### src/design/dstwr_pkg.sv
// ----------------------------------------------------------------------------
// dstwr_pkg: shared types and constants for double-sided ranging
// Holds the field widths, request and response structs, motion codes and
// the per-cell token that travels through the divider chain.
// ----------------------------------------------------------------------------
package dstwr_pkg;

   localparam int STAMP_BITS  = 32;
   localparam int FLIGHT_BITS = 40;
   localparam int LIMIT_BITS  = 16;
   localparam int PROD_BITS   = 2 * STAMP_BITS;
   localparam int DEN_BITS    = STAMP_BITS + 2;
   localparam int CELLS       = PROD_BITS;
   localparam int CSR_IDX_BITS = 1;

   localparam logic [CSR_IDX_BITS-1:0] CSR_NEAR = 1'b0;
   localparam logic [CSR_IDX_BITS-1:0] CSR_FAR  = 1'b1;

   localparam logic [1:0] MOTION_FORWARD = 2'd0;
   localparam logic [1:0] MOTION_BACK    = 2'd1;
   localparam logic [1:0] MOTION_STOP    = 2'd2;

   typedef struct packed {
      logic [31:0] initiator_poll_sent;
      logic [31:0] initiator_reply_heard;
      logic [31:0] initiator_final_sent;
      logic [31:0] local_poll_heard;
      logic [31:0] local_reply_sent;
      logic [31:0] local_final_heard;
   } req_type;

   typedef struct packed {
      logic signed [FLIGHT_BITS-1:0] flight_time;
      logic [1:0]                    motion;
      logic                          zero_divisor;
   } rsp_type;

   // token handed from one divider cell to the next
   typedef struct packed {
      logic                  vld;
      logic [PROD_BITS-1:0]  num;   // remaining dividend bits, then quotient
      logic [DEN_BITS-1:0]   rem;
      logic [DEN_BITS-1:0]   den;
      logic                  neg;
      logic                  zero;
   } tok_type;

endpackage

### src/design/dstwr_back.sv
// ----------------------------------------------------------------------------
// dstwr_back: saturation and motion decision
// Saturates the quotient, applies the sign and picks the motion command; a zero divisor gives zero and stop.
// ----------------------------------------------------------------------------
module dstwr_back (
   input  dstwr_pkg::tok_type          in_tok,
   input  logic [dstwr_pkg::LIMIT_BITS-1:0] near_limit,
   input  logic [dstwr_pkg::LIMIT_BITS-1:0] far_limit,
   output dstwr_pkg::rsp_type          rsp
);
   import dstwr_pkg::*;

   localparam logic [PROD_BITS-1:0] POS_MAX = PROD_BITS'((65'd1 << (FLIGHT_BITS-1)) - 65'd1);
   localparam logic [PROD_BITS-1:0] NEG_MAG = PROD_BITS'(65'd1 << (FLIGHT_BITS-1));

   logic [PROD_BITS-1:0] m;
   logic                 neg;

   always_comb begin
      if (in_tok.neg) begin
         m = (in_tok.num > NEG_MAG) ? NEG_MAG : in_tok.num;
      end else begin
         m = (in_tok.num > POS_MAX) ? POS_MAX : in_tok.num;
      end
      neg = in_tok.neg && (m != '0);
      rsp.zero_divisor = in_tok.zero;
      if (in_tok.zero) begin
         rsp.flight_time = '0;
         rsp.motion      = MOTION_STOP;
      end else begin
         rsp.flight_time = neg ? -$signed(m[FLIGHT_BITS-1:0]) : $signed(m[FLIGHT_BITS-1:0]);
         if (!neg && m > PROD_BITS'(far_limit)) begin
            rsp.motion = MOTION_FORWARD;
         end else if (neg || m <= PROD_BITS'(near_limit)) begin
            rsp.motion = MOTION_BACK;
         end else begin
            rsp.motion = MOTION_STOP;
         end
      end
   end
endmodule

### config.mk
export PLATFORM = sky130hd
export DESIGN_NAME = dstwr_back
export DESIGN_NICKNAME = d
export VERILOG_FILES = /design/src/design/dstwr_pkg.sv /design/src/design/dstwr_back.sv
export SDC_FILE = /design/constraint.sdc
export NUM_CORES = 1
export LEC_CHECK = 0
export BUFFER_PORTS_ARGS = -buffer_cell sky130_fd_sc_hd__buf_2
export CAP_MARGIN = 0
export CORE_MARGIN = 2
export CORE_UTILIZATION = 46
export DETAILED_ROUTE_END_ITERATION = 8
export PLACE_DENSITY_LB_ADDON = 0.08
export SYNTH_ARGS = -nofsm -noshare
export SYNTH_HDL_FRONTEND = slang
export SYNTH_SLANG_ARGS = --single-unit
### constraint.sdc
create_clock -name vclk -period 9.05
set_clock_uncertainty 0.05 [all_clocks]
set_input_delay 1.81 -clock vclk [all_inputs]
set_output_delay 1.81 -clock vclk [all_outputs]
set_load 0.1 [all_outputs]
==> impl_metrics.py <==
metrics = {
    "outcome": {
        "status": "complete, no violations",
    },
    "logic_synthesis": {
        "syn-num-nets": 643,
        "yosysSeqAreaShare_pct": 0,
        "syn_area_um2": 2780,
        "ys_warn_count": 0,
        "syn_avg_cell_area_um2": 6.28,
        "synth_cell_types": 65,
        "synth_cells": 443,
    },
    "grt": {
        "grt_max_degree": 42,
        "grt_pass1_vias": 3437,
        "grt_usage_pct": 29.7,
        "grt_pass1_wl_um": 16100,
        "gr-total-overflow": 0,
        "antenna_found_initial": 0,
    },
    "finish": {
        "clock_buffers": 0,
        "seqCellArea_um2": 0,
        "final_common_cell": "buf_2",
        "drive_above_1_share_pct": 29.6,
        "design.seq.count": 0,
        "syn_to_final_growth_pct": 26.0,
        "final_nets": 766,
        "fin_cells": 639,
        "diodes": 0,
        "final_cell_mix": "141 x buf_2, 78 x nor2_1, 39 x inv_1, 33 x ha_1",
    },
    "flow_run": {
        "cap_violations": 0,
    },
    "placement": {
        "dp_cells": 639,
        "dp_slack_ns": 0.854,
        "place.gp.congestion": 0.929,
        "portBuffers": 141,
        "dp_hpwl_um": 8120,
    },
    "power_and_ir_drop": {
        "p_switching_uw": 200,
        "p_seq_share_pct": 0,
        "comb_power_share_pct": 100.0,
        "max-vdd-ir-drop_mv": 0.0611,
        "cellLeakagePower_nw": 1.71,
        "power_per_cell_area_nw_per_um2": 77.2,
        "clkPwrFrac_pct": 0,
        "p_total_uw": 271,
        "power.internal_uw": 70.5,
        "p_sw_share_pct": 73.9,
    },
    "route": {
        "dr.pass1.iters": 5,
        "drt_first_iter_violations": 347,
        "ant_nets": 0,
        "wl_um": 10100,
        "post-route-drc-count": 0,
        "num_vias": 3880,
        "via_per_inst": 6.07,
        "wl_per_cell_um": 15.8,
    },
    "floorplan": {
        "core_um2": 5890,
        "dieArea_um2": 6680,
        "ioPinCount": 210,
        "start_util_pct": 47.2,
        "die_y_um": 81.7,
        "rows": 28,
        "chipWidth_um": 81.7,
    },
    "hold_path": {
        "hold_path.class": "primary input to output port",
    },
    "timing": {
        "slew_viol_final": 0,
        "max_freq_ghz": 0.121,
        "setup_viol": 0,
        "grt_setup_unrepaired": "no",
        "slew_headroom_pct": 42.6,
        "timing.hold.ws_ns": 4.07,
        "finalHoldViolCount": 0,
        "setup_tns_ns": 0,
        "fin_crit_sh_pct": 91.2,
        "worstMarginPinSlew_ns": 0.851,
        "fin_crit_ns": 8.26,
        "setup_slack_ns": 0.794,
    },
    "clocking": {
        "cts-resized-gates": 0,
        "cts_setup_buffers": 0,
        "hold_buffers": 0,
    },
    "worst_setup_path": {
        "critPathArrivalTime_ns": 6.40,
        "crit_fanout": 21,
        "path_class": "primary input to output port",
        "critPathLaunchType": "primary input",
        "end_kind": "output port",
        "required_ns": 7.19,
    },
}
-- metrics by stage --
step           area (µm²)  utilization, %
2_1_floorplan        2800               -
3_3_place_gp         3500            59.5
3_5_place_dp         3500            59.5
4_1_cts              3500            59.5
5_1_grt              3500            59.5
6_report             3500            59.5
-- power groups by stage --
stage | clock [mW] | sequential (mW) | combinational [mW]
after floorplan | 0 | 0 | 0.204
after global placement | 0 | 0 | 0.265
after detailed placement | 0 | 0 | 0.267
after CTS | 0 | 0 | 0.268
after global routing | 0 | 0 | 0.291
final | 0 | 0 | 0.271
-- cells in the mapped netlist (all sizes together), types with 5 or more instances --
cell type | instances | area, µm²
a211o | 7 | 61.3
a211oi | 5 | 37.5
a21oi | 30 | 150
a31oi | 8 | 50.1
buf | 14 | 93.8
clkbuf | 12 | 45.0
ha | 33 | 413
inv | 39 | 146
nand2 | 17 | 63.8
nand3 | 7 | 35.0
nand4 | 10 | 62.6
nor2 | 78 | 293
nor3 | 19 | 95.1
nor4 | 24 | 195
o211ai | 5 | 37.5
o21a | 9 | 67.6
o21ai | 32 | 168
or2 | 8 | 50.1
or3 | 8 | 50.1
xnor2 | 5 | 43.8
xor2 | 12 | 105
-- layout make-up --
cell class | instances | area [µm²]
inverters | 40 | 150
multi-input cells | 377 | 2510
fillers | 613 | 2380
repair buffers | 147 | 751
well taps | 75 | 93.8
-- per-layer routing --
metal	GRT usage, %	vias to the layer above	routed length, µm
met2	46.3	248	4140
met1	44.4	1715	4690
met5	0	-	0
met3	2.97	14	1130
met4	4.33	0	123
li1	-	1903	-
-- logic make-up (layout without fill, tap and decap cells) --
kind of cell	Yosys count	count (layout)	share of synthesized area, %
buf+inv	66	187	10.4
simple gates	185	185	34.1
mux	2	2	0.900
xor+xnor	17	17	5.36
compound gates	140	140	34.4
fa+ha+maj	33	33	14.9
-- critical path, cell delays in order --
cell     delay [ns]
buf_2          0.09
nor4_1         0.28
nand4_1        0.20
o31a_2         0.52
o21ai_0        0.51
ha_1           0.54
nand3_1        0.15
or2_1          0.38
o31ai_2        0.72
buf_4          0.32
a21oi_1        0.05
a211o_1        0.23
a21oi_1        0.13
buf_2          0.45
-- path summary, 6_finish.rpt --
check / startpoint / endpoint / slack [ns] / cells past startpoint
max: in_tok[116] / rsp[37] / 0.79 / 14
min: in_tok[99] / rsp[32] / 4.07 / 3
Note: power is estimated with default switching activity, not from simulation.
