--- src/design/dstwr_pkg.sv ---
// ----------------------------------------------------------------------------
// dstwr_pkg: shared types and constants for double-sided ranging
// Holds the field widths, request and response structs, motion codes and
// the per-cell token that travels through the divider chain.
// ----------------------------------------------------------------------------
package dstwr_pkg;

   localparam int STAMP_BITS  = 32;
   localparam int FLIGHT_BITS = 40;
   localparam int LIMIT_BITS  = 16;
   localparam int PROD_BITS   = 2 * STAMP_BITS;
   localparam int DEN_BITS    = STAMP_BITS + 2;
   localparam int CELLS       = PROD_BITS;
   localparam int CSR_IDX_BITS = 1;

   localparam logic [CSR_IDX_BITS-1:0] CSR_NEAR = 1'b0;
   localparam logic [CSR_IDX_BITS-1:0] CSR_FAR  = 1'b1;

   localparam logic [1:0] MOTION_FORWARD = 2'd0;
   localparam logic [1:0] MOTION_BACK    = 2'd1;
   localparam logic [1:0] MOTION_STOP    = 2'd2;

   typedef struct packed {
      logic [31:0] initiator_poll_sent;
      logic [31:0] initiator_reply_heard;
      logic [31:0] initiator_final_sent;
      logic [31:0] local_poll_heard;
      logic [31:0] local_reply_sent;
      logic [31:0] local_final_heard;
   } req_type;

   typedef struct packed {
      logic signed [FLIGHT_BITS-1:0] flight_time;
      logic [1:0]                    motion;
      logic                          zero_divisor;
   } rsp_type;

   // token handed from one divider cell to the next
   typedef struct packed {
      logic                  vld;
      logic [PROD_BITS-1:0]  num;   // remaining dividend bits, then quotient
      logic [DEN_BITS-1:0]   rem;
      logic [DEN_BITS-1:0]   den;
      logic                  neg;
      logic                  zero;
   } tok_type;

endpackage

--- src/design/dstwr_cell.sv ---
// ----------------------------------------------------------------------------
// dstwr_cell: one restoring division step
// Shifts one dividend bit into the remainder, subtracts the divisor when
// it fits and shifts the quotient bit in at the bottom.
// ----------------------------------------------------------------------------
module dstwr_cell (
   input  logic               clock,
   input  logic               reset,
   input  logic               adv,
   input  dstwr_pkg::tok_type in_tok,
   output dstwr_pkg::tok_type out_tok
);
   import dstwr_pkg::*;

   logic [DEN_BITS:0]   trial;
   logic                fits;
   tok_type             nxt;

   always_comb begin
      trial = {in_tok.rem, in_tok.num[PROD_BITS-1]};
      fits  = trial >= {1'b0, in_tok.den};
      nxt   = in_tok;
      nxt.rem = fits ? DEN_BITS'(trial - {1'b0, in_tok.den}) : DEN_BITS'(trial);
      nxt.num = {in_tok.num[PROD_BITS-2:0], fits};
   end

   // advance the token one cell
   always_ff @(posedge clock) begin
      if (reset) begin
         out_tok.vld <= 1'b0;
      end else if (adv) begin
         out_tok.vld <= in_tok.vld;
      end
      if (adv) begin
         out_tok.num  <= nxt.num;
         out_tok.rem  <= nxt.rem;
         out_tok.den  <= nxt.den;
         out_tok.neg  <= nxt.neg;
         out_tok.zero <= nxt.zero;
      end
   end
endmodule

--- config.mk ---
export PLATFORM = sky130hd
export DESIGN_NAME = dstwr_cell
export DESIGN_NICKNAME = d
export VERILOG_FILES = /design/src/design/dstwr_pkg.sv /design/src/design/dstwr_cell.sv
export SDC_FILE = /design/constraint.sdc
export NUM_CORES = 1
export LEC_CHECK = 0
export ABC_CLOCK_PERIOD_IN_PS = 5800
export BUFFER_PORTS_ARGS = -buffer_cell sky130_fd_sc_hd__buf_2
export CORE_AREA = 3 3 115 117
export CTS_BUF_LIST = sky130_fd_sc_hd__clkbuf_8
export CTS_CLUSTER_DIAMETER = 60
export CTS_CLUSTER_SIZE = 30
export DETAILED_ROUTE_END_ITERATION = 12
export DIE_AREA = 0 0 118 120
export PLACE_DENSITY = 0.86
export SYNTH_ARGS = -nofsm -noshare
export SYNTH_HDL_FRONTEND = slang
export SYNTH_SLANG_ARGS = --single-unit
--- constraint.sdc ---
create_clock -name clock -period 5.8 [get_ports clock]
set_input_delay 0.58 -clock clock [delete_from_list [all_inputs] [get_ports clock]]
set_output_delay 0.58 -clock clock [all_outputs]
set_load 0.05 [all_outputs]
==> results <==
- The run finished with clean final reports.
- Traced cell by cell, the critical path runs through buf_2, inv_1, ha_1, a21o_1, or3_1, o21ai_2, o21ai_0, a32oi_1, and2_4, inv_1, a311o_1.
- For the final database, setup skew stands at 0 ns.
- The category of the most critical setup path is in2reg.
- Setup repair after global routing left no endpoint under its margin.
- The register with the most flip-flops is out_tok.
- Entering global routing, the biggest net connects 73 pins.
- Max-cap violations in this run came to 0.
- The area of the die is 14160 um^2.
- TritonCTS built the clock tree.
- The I/O pin count is 273.
- For this block, the initial DRC count from the detailed router was 486.
- The flip-flop count of the largest register after layout is 135.
- The worst-case vdd ir drop is 167.3 uV.
- In the synthesized netlist the dominant register cell turns out to be sky130_fd_sc_hd__edfxtp_1.
- After detailed routing, the number of remaining DRC violations is 0.
- After layout, the worst path uses 54.32% of the clock period.
- The total cell area at the placement stage is 7946 um^2.
- The first global-routing pass estimated 26120 um of wire.
- The core region is 12470 um^2.
- Yosys instantiated no cell more often than sky130_fd_sc_hd__edfxtp_1.
- The arrival time of data at the critical path endpoint is 3.35 ns.
- The library cell with the largest summed area after synthesis is sky130_fd_sc_hd__edfxtp_1.
- The critical path contains buffers and inverters numbering 3 combined.
- The filler cell count is 991.
- In this run the biggest area consumer among cell types represents 62.51% of the synthesized area.
- The via density per instance is 5.255.
- The post-synth net total is 688.
- The congestion estimate from routability-driven global placement came to 0.8782.
- The detailed placer's ending HPWL is 13350 um.
- The total via count after detailed routing is 5139.
- For this block, the routed nets add up to 17220 um of wire.
- The cell type group with the largest total delay on the critical path is compound AO/OA/AOI/OAI gates.
- The total count of max-transition violations in the final report is 0.
- Measured against its own limit, the worst slew margin works out to 39.37%.
- During placement, the flow inserted port buffers numbering 272.
- After synthesis, the cell types taking the most area are sky130_fd_sc_hd__edfxtp_1 63%, sky130_fd_sc_hd__ha_1 6.6%, sky130_fd_sc_hd__o21ai_0 3.7%.
- The share of layout cells above drive strength 1 is 38.88%.
- Post-CTS repair changed the size of 0 cells.
- The number of antenna violations at the first check in global routing is 3.
- Counting the buffers created by CTS gives 17.
- The top layer reached by signal wires is met5.
- The number of optimization iterations in the first detailed-route pass is 5.
- The average instance in the mapped netlist occupies 12.50 um^2.
- The maximum buffer depth of the clock tree is 2.
- The horizontal die dimension is 118 um.
- For this design, the sink count on the clock tree is 135.
- The path class of the tightest hold or removal check is in2reg.
- The number of enable flip-flop cells after synthesis is 134.
- The slowest stage of the critical path belongs to the cell sky130_fd_sc_hd__and2_4.
- The areal power density over the cells is 338.0 nW/um^2.
- Hold repair after CTS inserted 0 buffers.
- Static timing analysis puts the maximum clock frequency at 317.4 MHz.
- The synthesized design contains 135 register bits.
- For this configuration, the core starts out at a cell density of 51.64%.
- Summed over all nets, wire length on met2 after detailed routing comes to 8988 um.
- STA classifies the critical path endpoint as a flop.
- The H-tree was split into 4 levels.
- After routing, the total negative slack on setup checks comes to 0 ns.
- Data on the critical path is required at its endpoint by 6.00 ns.
- After detailed routing, the met3 layer carries 1418 um of wire.
- The actual slew at the worst max-slew pin is 0.9094 ns.
- The element type at the critical path start is an input port.
- Setup violations remaining at the end of the flow were counted as 0.
- The total number of nets in the final design is 965.
- The hold violation total from the final report was 0.
- Summing internal, switching and leakage power gives 2832 uW.
- In the synthesized netlist, the number of instances is 515.
- The number of buffers inserted to repair setup after CTS is 0.
- The overall track demand over capacity in global routing is 24.20%.
- The floorplan has 41 rows.
- In the final routing, the length of wire on met1 measures 6358 um.
- The signed area change from the synthesized netlist to the final layout is 30.17%.
- Dividing the detail-routed wire length by the instance count gives 17.61 um.
- The shortest clock period the worst path allows after layout is 3.150 ns.
- The largest registers in the layout are out_tok: 135 flops.
- After synthesis, flip-flops and latches occupy 62.82% of the total area.
- The unique cell type count in the Yosys netlist is 55.
- The peak per-stage delay on the critical path is 0.59 ns.
- The maximum fanout along the worst path is 68.
- Once layout is complete, the utilization of the core stands at 67.22%.
- The total overflow reported by the global router is 0.
- The final design instance area without fill is 8379 um^2.
- The Yosys step of the flow raised 0 warnings.
- The clock reaches the later pin of the worst-skew pair after 0.45 ns.
- The clock-pin slew on the worst setup and hold paths is 0.08 ns.
- The via count of the first global-routing pass was 5064.
- The cell area that synthesis handed to floorplanning was 6437 um^2.
- The die height is 120 um.
- The standby leakage power is 0.003753 uW.
- The proportion of register bits with asynchronous set or reset after synthesis is 0%.
- Among the stages of the critical path, the cell type that occurs most often is sky130_fd_sc_hd__inv_1.
- By count the netlist is led by 134 x sky130_fd_sc_hd__edfxtp_1, 56 x sky130_fd_sc_hd__nand2_1, 48 x sky130_fd_sc_hd__o21ai_0.
- The remaining antenna violation count is 0.
- The root buffer selected by CTS is sky130_fd_sc_hd__clkbuf_8.
-- logic make-up (layout without fill, tap and decap cells) --
logic type | count (synthesis) | after routing | synth area share (%)
muxes | 2 | 2 | 0.3304
adders and majority gates | 35 | 35 | 6.919
AOI/OAI and AO/OA | 137 | 137 | 13.49
other | 0 | 1 | 0
xor gates and xnor gates | 30 | 30 | 4.082
DFF | 135 | 135 | 62.82
and+or+nand+nor | 118 | 118 | 8.591
buffers and inverters | 58 | 348 | 3.770
-- power breakdown --
| group | switching [uW] | internal [uW] | leakage [uW] |
|---|---|---|---|
| logic | 578 | 203 | 0.00222 |
| registers | 21.3 | 1190 | 0.00132 |
| clock network | 366 | 476 | 0.000218 |
| total | 964 | 1870 | 0.00375 |
-- routing by layer --
metal  up-vias  GRT usage (%)
met4         4          9.231
met3        37          8.812
met2       211          43.30
met1      2422          26.27
li1       2465              -
met5         -              0
-- metrics by stage --
stage	std cells	setup slack [ns]	hold slack [ns]
final	978	2.650	0.2944
after global routing	978	2.468	0.2667
after CTS	977	2.679	0.2719
after detailed placement	945	2.204	0.5042
after global placement	945	2.334	0.4769
after floorplan	515	2.798	0.6524
-- path summary, 6_finish.rpt --
kind / startpoint / end / slack, ns / cells past startpoint
max reg2reg: out_tok[134] / out_tok[134] / 5.21 / 2
min: reset / out_tok[134] / 0.29 / 2
min reg2reg: out_tok[134] / out_tok[134] / 0.52 / 2
max: in_tok[6] / out_tok[68] / 2.65 / 11
-- layout make-up --
cell class              count  area [um^2]  area share [%]
diodes                      1        2.502         0.02986
clock buffers              18        247.7           2.957
clock inverters            14        182.7           2.180
inverters                  43        161.4           1.926
multi-input cells         322         2151           25.67
flip-flops and latches    135         4044           48.26
well taps                 172        215.2           2.568
repair buffers            273         1375           16.41
-- placed cells by master (no fill, tap or decap), types with 7 or more instances in the layout --
master	instances
sky130_fd_sc_hd__xor2_1	18
sky130_fd_sc_hd__inv_1	44
sky130_fd_sc_hd__nor2_1	19
sky130_fd_sc_hd__clkbuf_8	18
sky130_fd_sc_hd__o21ai_0	48
sky130_fd_sc_hd__o21bai_1	7
sky130_fd_sc_hd__a21oi_1	32
sky130_fd_sc_hd__edfxtp_1	134
sky130_fd_sc_hd__xnor2_1	12
sky130_fd_sc_hd__buf_2	271
sky130_fd_sc_hd__a21o_1	16
sky130_fd_sc_hd__ha_1	34
sky130_fd_sc_hd__nand2_1	56
sky130_fd_sc_hd__and3_1	7
sky130_fd_sc_hd__nand4_1	8
-- worst register-to-register path: stages, from the launching register on --
cell	delay [ns]
sky130_fd_sc_hd__dfxtp_1	0.31
sky130_fd_sc_hd__mux2i_1	0.12
sky130_fd_sc_hd__nor2_1	0.06
No activity file was read; power rests on OpenSTA's default activity.
